**src/rtl/core/qrzz_ram.sv**
```systemverilog
// Generic single write port, single read port RAM with registered read.
// No dependencies.
module qrzz_ram #(
  parameter int WIDTH = 2,
  parameter int DEPTH = 1024
) (
  input  logic                     clk,
  input  logic                     we,
  input  logic [$clog2(DEPTH)-1:0] waddr,
  input  logic [WIDTH-1:0]         wdata,
  input  logic [$clog2(DEPTH)-1:0] raddr,
  output logic [WIDTH-1:0]         rdata
);

  logic [WIDTH-1:0] mem [DEPTH];

  always_ff @(posedge clk) begin
    if (we) begin
      mem[waddr] <= wdata;
    end
    rdata <= mem[raddr];
  end

endmodule

```
**config.mk**
```make
export PLATFORM = sky130hd
export DESIGN_NAME = qrzz_ram
export DESIGN_NICKNAME = d
export VERILOG_FILES = /design/src/rtl/core/qrzz_ram.sv
export SDC_FILE = /design/constraint.sdc
export NUM_CORES = 2
export LEC_CHECK = 0
export BUFFER_PORTS_ARGS = -buffer_cell sky130_fd_sc_hd__buf_4
export CELL_PAD_IN_SITES_DETAIL_PLACEMENT = 1
export CELL_PAD_IN_SITES_GLOBAL_PLACEMENT = 1
export CORE_AREA = 2 2 461 463
export CTS_BUF_LIST = sky130_fd_sc_hd__clkbuf_8
export DETAILED_ROUTE_END_ITERATION = 8
export DIE_AREA = 0 0 463 465
export PLACE_DENSITY_LB_ADDON = 0.12
export SYNTH_ARGS = -nofsm -noshare
export SYNTH_HDL_FRONTEND = slang
export SYNTH_SLANG_ARGS = --single-unit
```
**constraint.sdc**
```tcl
create_clock -name clk -period 3.3 [get_ports clk]
set_input_delay 0.33 -clock clk [delete_from_list [all_inputs] [get_ports clk]]
set_output_delay 0.33 -clock clk [all_outputs]
set_load 0.05 [all_outputs]
```
==> results.json <==
{
  "postCtsSetupBuffers": 0,
  "gp_congestion": 0.814,
  "cts-root-buf": "clkbuf_8",
  "setup_tns_ns": 0,
  "worstHoldPathCells": 5,
  "cp_max_fo": 2,
  "cp.required_ns": 4.23,
  "clk_latency_ns": 1.08,
  "nets": 5231,
  "syn_to_final_growth_pct": 15.1,
  "start_kind": "register",
  "placedCellCount": 7645,
  "synth_cell_types": 66,
  "layout-drive-gt1-share_pct": 24.9,
  "antenna_found_initial": 18,
  "cp.arrival_ns": 3.96,
  "io_pins": 26,
  "std_cell_rows": 169,
  "dieArea_sq_mm": 0.215,
  "start_util_pct": 39.7,
  "holdWs_ns": 0.169,
  "hp-class": "in2reg",
  "cpMaxStageDelayCell": "nor4_2",
  "tightestPinTransition_ns": 1.35,
  "dr.first_iter.drc_count": 5392,
  "r2r-end": "rdata[0]",
  "coreArea_sq_mm": 0.211,
  "wl_per_cell_um": 32.7,
  "synth_flop_cell": "edfxtp_1",
  "path_depth": 8,
  "reg2reg_depth": 8,
  "drtAntennaViolNets": 0,
  "syn_avg_cell_area_sq_um": 17.5,
  "worst_clock_skew_ns": 0.0957,
  "grt_pass1_vias": 51259,
  "critPathTopFamily": "multiplexers",
  "h-tree-depth": 5,
  "cp-endpoint": "rdata[0]",
  "rsz0062_at_grt": "false",
  "routed_wl_um": 271000,
  "path_cells": "mux4_2 -> mux4_2 -> a22o_1 -> nor4_2 -> buf_4 -> nor3_1 -> o311ai_0 -> nand4_1",
  "path_buf_inv": 1,
  "routed_via_density": 5.77,
  "ctsResizeCount": 0,
  "leakage_nw": 30.2,
  "die_w_um": 463,
  "die_h_um": 465,
  "final_max_slew_viol_count": 0,
  "cts.clk_slew.worst_paths_ns": 0.06,
  "rr_startpoint": "mem[8][0]",
  "dp_hpwl_um": 160000,
  "synth_edf_count": 2048,
  "first_pass_iters": 7,
  "grt_max_degree": 159,
  "maxCapViolCount": 0,
  "cts_made_buffers": 367,
  "outcome": "completed",
  "max_freq_mhz": 330,
  "hold_viol": 0,
  "vias": 47854,
  "period_needed_ns": 3.03,
  "rrSetupSlack_ns": 0.27,
  "crit_path_frequent_cell": "mux4_2",
  "setup_viol": 0,
  "synth-seq-cells": 2050,
  "crit_path_start": "mem[8][0]",
  "finalPower_mw": 53.7,
  "end_kind": "register",
  "synth_cells": 4793,
  "grt_use_total_pct": 25.2,
  "period_share_pct": 91.8,
  "syn_area_sq_mm": 0.0838,
  "vdd_drop_max_uv": 466,
  "drc": 0,
  "final_cells": 8294,
  "portBuffers": 25,
  "slowest_delay_ns": 0.64,
  "ys_async_sr_fraction_pct": 0,
  "ys_seq_area_share_pct": 73.5,
  "critPathKind": "reg2reg",
  "slew_headroom_pct": 9.65,
  "fill_cells": 20221,
  "cts_tree": "done",
  "cts_max_path_buffers": 4,
  "grt_pass1_wl_um": 387000,
  "ys_warn_count": 0,
  "synth_nets": 4817,
  "clock_sinks": 2050,
  "powerDensity_mw_per_mm2": 557,
  "grt_overflow_total": 0,
  "utilization_pct": 45.7
}
-- kinds of logic after synthesis --
kind of cell / Yosys count / share of synthesized area [%]
buffers and inverters: 402 / 2.49
multiplexers: 664 / 14.7
AO/OA/AOI/OAI: 353 / 2.98
AND/OR/NAND/NOR: 1324 / 6.40
flip-flops: 2050 / 73.5
-- tightest hold or removal path, delay by kind of cell --
kind	cells	cell delay, ns
AND/OR/NAND/NOR	3	0.48
buffers and inverters	1	0.18
AO/OA/AOI/OAI	1	0.17
-- per-stage QoR --
stage / instance area [sq um] / setup slack, ns
2_1_floorplan: 83800 / 0.608
3_3_place_gp: 89800 / -1.00
3_5_place_dp: 89800 / -0.451
4_1_cts: 96400 / 0.235
5_1_grt: 96400 / 0.198
6_report: 96400 / 0.272
-- layer usage --
layer  share of wire, %  GRT usage (%)  routed length, um  vias up
met5             0.0096              0                 26        -
met3                6.4           3.90              17400      412
li1                   -              -                  -    19792
met1                 43           35.6             117000    25950
met4                2.5           7.23               6720        4
met2                 48           40.6             130000     1696
-- final cells by class --
| type | instances | area [sq um] | area share (%) |
|---|---|---|---|
| tap | 2821 | 3530 | 3.66 |
| clock buffer | 374 | 5150 | 5.34 |
| antenna | 2 | 5.00 | 0.00519 |
| inverter | 6 | 27.5 | 0.0285 |
| multi-input combinational | 2341 | 20500 | 21.3 |
| sequential | 2050 | 61500 | 63.8 |
| clock inverter | 259 | 1300 | 1.35 |
| timing repair buffer | 441 | 4360 | 4.53 |
-- what timing repair did --
action	4_1_cts	5_1_grt
endpoints found under the hold margin	1200	0
endpoints found under the setup margin	0	0
hold buffers	14	0
-- synthesized netlist by cell type (all sizes together), types with 5 or more instances --
cell | n | area (sq um)
edfxtp | 2048 | 61500
nor2 | 1054 | 3960
mux4 | 449 | 10100
clkbuf | 239 | 897
mux2i | 205 | 2050
buf | 157 | 1160
nand2 | 96 | 360
o221ai | 83 | 733
a21oi | 70 | 350
a22oi | 45 | 338
nor3 | 45 | 225
o22ai | 45 | 282
nand3 | 39 | 195
o21ai | 36 | 180
a211oi | 13 | 97.6
a221oi | 13 | 114
a22o | 13 | 114
nand4 | 13 | 81.3
nor2b | 13 | 81.3
mux2 | 10 | 113
nor3b | 10 | 75.1
nor4 | 10 | 68.8
and3 | 8 | 50.1
nand2b | 8 | 50.1
a31oi | 7 | 43.8
and2 | 6 | 37.5
inv | 5 | 18.8
o31ai | 5 | 37.5
-- how the worst min path moves through the flow --
| stage | endpoint | slack (ns) | start |
|---|---|---|---|
| 2_1_floorplan | mem[0][0] | 0.43 | wdata[0] |
| 3_3_place_gp | mem[15][0] | 0.77 | wdata[0] |
| 3_5_place_dp | mem[15][0] | 0.78 | wdata[0] |
| 4_1_cts | rdata[0] | 0.05 | raddr[9] |
| 5_1_grt | rdata[0] | 0.13 | raddr[9] |
| 6_report | rdata[0] | 0.17 | raddr[9] |
-- cell usage in the layout (no fill, tap or decap), types with 70 or more instances in the layout --
cell / count
a21oi_1: 70
inv_1: 92
nor2_1: 1052
mux4_2: 449
nand2_1: 90
clkinv_1: 118
edfxtp_1: 2048
o221ai_1: 82
clkbuf_8: 374
buf_12: 79
mux2i_1: 205
buf_4: 344
-- sequential cells by signal, indices dropped and copies added, names as in the netlist --
signal,cells
mem,2048
rdata,2
-- power breakdown --
group	switching, mW	total [mW]	internal, mW
registers	0.0205	28.7	28.7
clock network	10.6	21.9	11.2
logic	2.02	3.19	1.17
Power figures use the tool's default switching activity.
